--- config.mk ---
export PLATFORM = sky130hd
export DESIGN_NAME = swrl_ctrl
export DESIGN_NICKNAME = d
export VERILOG_FILES = /design/src/hdl/swrl_pkg.sv /design/src/hdl/swrl_ctrl.sv
export SDC_FILE = /design/constraint.sdc
export NUM_CORES = 1
export LEC_CHECK = 0
export ABC_AREA = 1
export BUFFER_PORTS_ARGS = -buffer_cell sky130_fd_sc_hd__buf_2
export CAP_MARGIN = 20
export CORE_AREA = 2 2 39 41
export CTS_BUF_LIST = sky130_fd_sc_hd__clkbuf_2
export DETAILED_ROUTE_END_ITERATION = 16
export DIE_AREA = 0 0 41 43
export GPL_TIMING_DRIVEN = 0
export PLACE_DENSITY = 0.3
export SLEW_MARGIN = 5
export SYNTH_ARGS = -nofsm -noshare
export SYNTH_HDL_FRONTEND = slang
export SYNTH_SLANG_ARGS = --single-unit
--- constraint.sdc ---
create_clock -name clock -period 0.8 [get_ports clock]
set_input_delay 0.16 -clock clock [delete_from_list [all_inputs] [get_ports clock]]
set_output_delay 0.16 -clock clock [all_outputs]
set_load 0.01 [all_outputs]
--- src/hdl/swrl_pkg.sv ---
// Shared types and constants for the sliding window rate limiter.
`default_nettype none
package swrl_pkg;

   // fixed field widths
   localparam int unsigned CLIENT_IN_BITS = 4;
   localparam int unsigned TIME_BITS      = 32;
   localparam int unsigned MAX_REQ_BITS   = 7;
   localparam int unsigned WINDOW_BITS    = 32;
   localparam int unsigned OUT_COUNT_BITS = 7;
   localparam int unsigned CSR_INDEX_BITS = 4;
   localparam int unsigned CSR_DATA_BITS  = 32;

   // register indexes
   localparam logic [CSR_INDEX_BITS-1:0] CSR_MAX_REQUESTS = 4'd0;
   localparam logic [CSR_INDEX_BITS-1:0] CSR_WINDOW_TICKS = 4'd1;

   // register reset values
   localparam logic [MAX_REQ_BITS-1:0] MAX_REQ_RESET = 7'd64;
   localparam logic [WINDOW_BITS-1:0]  WINDOW_RESET  = 32'd1000000;

   typedef enum logic [1:0] {
      ST_IDLE,
      ST_READ,
      ST_CHECK,
      ST_DECIDE
   } state_type;

   // controller -> datapath
   typedef struct packed {
      logic capture;   // latch request, load client ring pointers
      logic rd_issue;  // read oldest stamp
      logic pop;       // drop oldest entry
      logic commit;    // decide, write back, emit response
   } cmd_type;

   // datapath -> controller
   typedef struct packed {
      logic cnt_zero;  // no live entries left
      logic expire;    // oldest entry is out of the window
   } status_type;

endpackage
`default_nettype wire

--- src/hdl/swrl_ctrl.sv ---
// Sequencer for the rate limiter: expiry loop and decision steps.
`default_nettype none
module swrl_ctrl (
   input  wire logic                 clock,
   input  wire logic                 reset,
   input  wire logic                 start,
   input  wire swrl_pkg::status_type status,
   output logic                      busy,
   output swrl_pkg::cmd_type         cmd
);

   swrl_pkg::state_type state_ff;
   swrl_pkg::state_type state_in;

   always_ff @(posedge clock) begin
      if (reset) begin
         state_ff <= swrl_pkg::ST_IDLE;
      end else begin
         state_ff <= state_in;
      end
   end

   always_comb begin
      state_in = state_ff;
      cmd      = '0;
      busy     = 1'b1;
      case (state_ff)
         swrl_pkg::ST_IDLE: begin
            busy = 1'b0;
            if (start) begin
               cmd.capture = 1'b1;
               state_in    = swrl_pkg::ST_READ;
            end
         end
         swrl_pkg::ST_READ: begin
            if (status.cnt_zero) begin
               state_in = swrl_pkg::ST_DECIDE;
            end else begin
               cmd.rd_issue = 1'b1;
               state_in     = swrl_pkg::ST_CHECK;
            end
         end
         swrl_pkg::ST_CHECK: begin
            if (status.expire) begin
               cmd.pop  = 1'b1;
               state_in = swrl_pkg::ST_READ;
            end else begin
               state_in = swrl_pkg::ST_DECIDE;
            end
         end
         swrl_pkg::ST_DECIDE: begin
            cmd.commit = 1'b1;
            state_in   = swrl_pkg::ST_IDLE;
         end
         default: begin
            state_in = swrl_pkg::ST_IDLE;
         end
      endcase
   end

endmodule
`default_nettype wire

Word level (Yosys, flattened, before mapping)
Cells that the tools add are included.

word-level totals
  register bits = 2
  bits of input ports = 5
  output and inout bits = 5
  word-level logic and storage cells = 18

operators by class
  eq/ne operators = 4
  muxes and demuxes = 12
  reductions and logical operators = 1

operator list
  kind                                                              count
  1-bit 2-to-1 mux                                                  9
  2-bit one-hot mux with 4 select lines                             1
  2-bit == test (second input constant)                             2
  2-bit 2-to-1 mux                                                  2
  2-bit by 1-bit == test with 1-bit output (second input constant)  1
  2-bit zero test                                                   1
  2-bit != test (second input constant)                             1

Longest topological paths before layout
  depth after elaboration = 2
  depth in mapped cells = 4
  mapped depth without buffers = 4

Least setup slack after synthesis
Ideal clock, no wire load.

  path type = register to output
  start point = register state_ff[1]
  end point = output cmd[1] (netlist bit)
  arrival time = 712 ps
  data required time = 640 ps
  path slack = -72 ps
  stages on the path, launching flop included = 3
  buffers on the path = 0
  path through = dfxtp_1 -> inv_2 -> nor3_1

RTL lines
  item                      RTL line         text
  start: declaration        swrl_ctrl.sv:12  swrl_pkg::state_type state_ff;
  start signal: assignment  swrl_ctrl.sv:17  state_ff <= swrl_pkg::ST_IDLE;
  start signal: assignment  swrl_ctrl.sv:19  state_ff <= state_in;
  end: declaration          swrl_ctrl.sv:9   output swrl_pkg::cmd_type cmd

==> results.yml <==
outcome:
  status: "finished, violations left"
  violations: "negative setup slack"
synthesis:
  synth.area.top_cells: "dfxtp_1 31%, nand2_1 12%, nor2_2 9.8%"
  synth_warnings: 0
  synth_xor_xnor_area_share_pct: 0
  yosysUniqueCellTypes: 11
  synth_edf_count: 0
  synthesis.nets: 26
  synth_most_common_cell: "nand2_1"
  synth_top_cell_area_share_pct: 31.4
  seq_area_frac_synth_pct: 31.4
  synth_top_family_by_area: "simple AND/OR/NAND/NOR gates"
  synth_adder_area_share_pct: 0
  syn_area_um2: 128
  synth_commonest_cells: "4 x nand2_1, 3 x inv_1, 3 x inv_2"
  syn-mean-instance-area_um2: 6.08
  netlist_instances: 21
  ys_ff_latch: 2
  ys.flop_type: "dfxtp_1"
  async_reset_ff_share_pct: 0
  synthMuxAreaShare_pct: 0
  synth_top_area_cell: "dfxtp_1"
  synth_compound_area_share_pct: 3.92
  synth-simple-area-share_pct: 44.1
clock_tree:
  clock_latency_ns: 0.19
  cts_tree: "built"
  clk_pin_slew_ns: 0.03
  h-tree-depth: 1
  ctsHoldBuffers: 0
  cts-buffers-inserted: 3
  clock_sinks: 2
  cts_max_path_buffers: 2
  cts-root-buf: "clkbuf_2"
timing:
  maxSlewViolCount: 0
  finalSetupViolations: 5
  relSlewSlack_pct: 92.9
  fin_skew_ns: 0.00450
  hold_ws_ns: 0.210
  hold_viol_final: 0
  min_period_over_period_pct: 127
  period_needed_ns: 1.01
  timing.final.ws_setup_ns: -0.214
  tightestPinTransition_ns: 0.105
  grt_setup_unrepaired: "true"
  fmax_mhz: 987
  final.setup.tns_ns: -0.873
placed_design:
  place_area_um2: 198
  place.gp.congestion: 0.565
  io_buffers: 9
  dp_hpwl_um: 249
setup_path:
  r2r-end: "state_ff[0]$_SDFFE_PP0P_"
  cp-start-kind: "register"
  cp-end-kind: "primary output"
  cp_slowest_stage_delay_ns: 0.35
  rr_startpoint: "state_ff[1]$_SDFFE_PP0P_"
  rrSetupSlack_ns: 0.10
  cp.arrival_ns: 0.85
  r2r_cells: 4
  path_cells: "inv_4, nand2_4, nor2_1, buf_2"
  cp.required_ns: 0.64
  path_class: "register to primary output"
  cp_slowest_cell: "dfxtp_4"
  cp-startpoint: "state_ff[1]$_SDFFE_PP0P_"
  cp-endpoint: "cmd[3]"
  path_max_fanout: 4
drt:
  vias_per_cell: 3.10
  drt-total-wl_um: 304
  drt_iter0_drc: 0
  drt_first_pass_iters: 1
  wl_per_cell_um: 6.20
  vias: 152
  drc: 0
  ant_nets: 0
job:
  cap_violations: 0
cells_and_area:
  reg_top3: "state_ff: 2 flops"
  diodes: 0
  drive_gt1_share_pct: 66.7
  design_area_um2: 225
  areaGrowthSynthToFinish_pct: 76.5
  regMostFlops: "state_ff"
  fin_util_pct: 16.3
  nets: 40
  largest_reg_flops: 2
floorplanning:
  num_rows: 14
  pin_count: 10
  fp.coreArea_um2: 1380
  initial_core_util_pct: 9.22
  die_y_um: 43
  die_w_um: 41
  die-area_um2: 1760
min_path:
  hold_path.class: "primary input to register"
grt:
  grt_usage_pct: 4.90
  grt_max_degree: 5
  grt_pass1_wl_um: 531
  antenna_found_initial: 0
  grt.overflow.total: 0
  grt_pass1_vias: 145
pwr:
  p_leak_nw: 0.133
  power_density_nw_per_um2: 1710
  power_uw: 385
  vdd_drop_max_mv: 0.386
-- repair_timing --
item,4_1_cts,5_1_grt
endpoints found under the setup margin,5,5
pin swaps,3,1
buffers inserted,0,0
resized for setup,4,2
-- area by class of cell --
type,count,area (um^2)
inverter,7,28.8
multi-input combinational,12,68.8
tap,16,20.0
clock buffer,3,15.0
timing repair buffer,9,45.0
sequential,2,47.5
fill,162,1160
-- cells in the final DEF (no fill, tap or decap), drive strengths merged --
| master | Yosys | layout |
|---|---|---|
| dfxtp | 2 | 2 |
| nor2 | 4 | 4 |
| buf | 0 | 9 |
| clkbuf | 0 | 3 |
| inv | 6 | 6 |
| nand2 | 5 | 5 |
| nor3 | 1 | 1 |
| nand3 | 1 | 1 |
| clkinv | 1 | 1 |
| a21oi | 1 | 1 |
-- metal layers --
layer,track usage [%],share of wire (%)
met1,5.41,50
met2,5.31,33
met3,4.71,16
met4,4.00,0
met5,0,0
-- metrics by stage --
step | worst slack, ns | std cells
after floorplan | 0.00746 | 21
after global placement | -0.0919 | 46
after detailed placement | -0.0830 | 46
after CTS | -0.237 | 49
after global routing | -0.307 | 49
final | -0.214 | 49
-- critical path, delay by kind of cell, from the launching register on --
kind                   cells  cell delay (ns)
buffers and inverters      2             0.19
AND/OR/NAND/NOR            2             0.12
flip-flops                 1             0.35
-- cell families after synthesis --
family | Yosys count
buf+inv | 7
simple gates | 11
compound gates | 1
flops | 2
-- worst min-delay path by stage --
| stage | start | depth (start not counted) | slack (ns) | end |
|---|---|---|---|---|
| finish | reset | 4 | 0.21 | state_ff[1]$_SDFFE_PP0P_ |
| global route | reset | 4 | 0.20 | state_ff[1]$_SDFFE_PP0P_ |
| CTS | reset | 4 | 0.20 | state_ff[1]$_SDFFE_PP0P_ |
| detailed placement | start | 3 | 0.42 | state_ff[0]$_SDFFE_PP0P_ |
| global placement | start | 3 | 0.42 | state_ff[0]$_SDFFE_PP0P_ |
| floorplan | start | 2 | 0.29 | state_ff[0]$_SDFFE_PP0P_ |
-- report_power, final --
part | internal, mW | switching, mW | leakage (nW) | total, mW
logic | 0.0445 | 0.0575 | 0.102 | 0.102
clock network | 0.0996 | 0.0566 | 0.0125 | 0.156
registers | 0.112 | 0.0144 | 0.0178 | 0.127
Note: power is estimated with default switching activity, not from simulation.
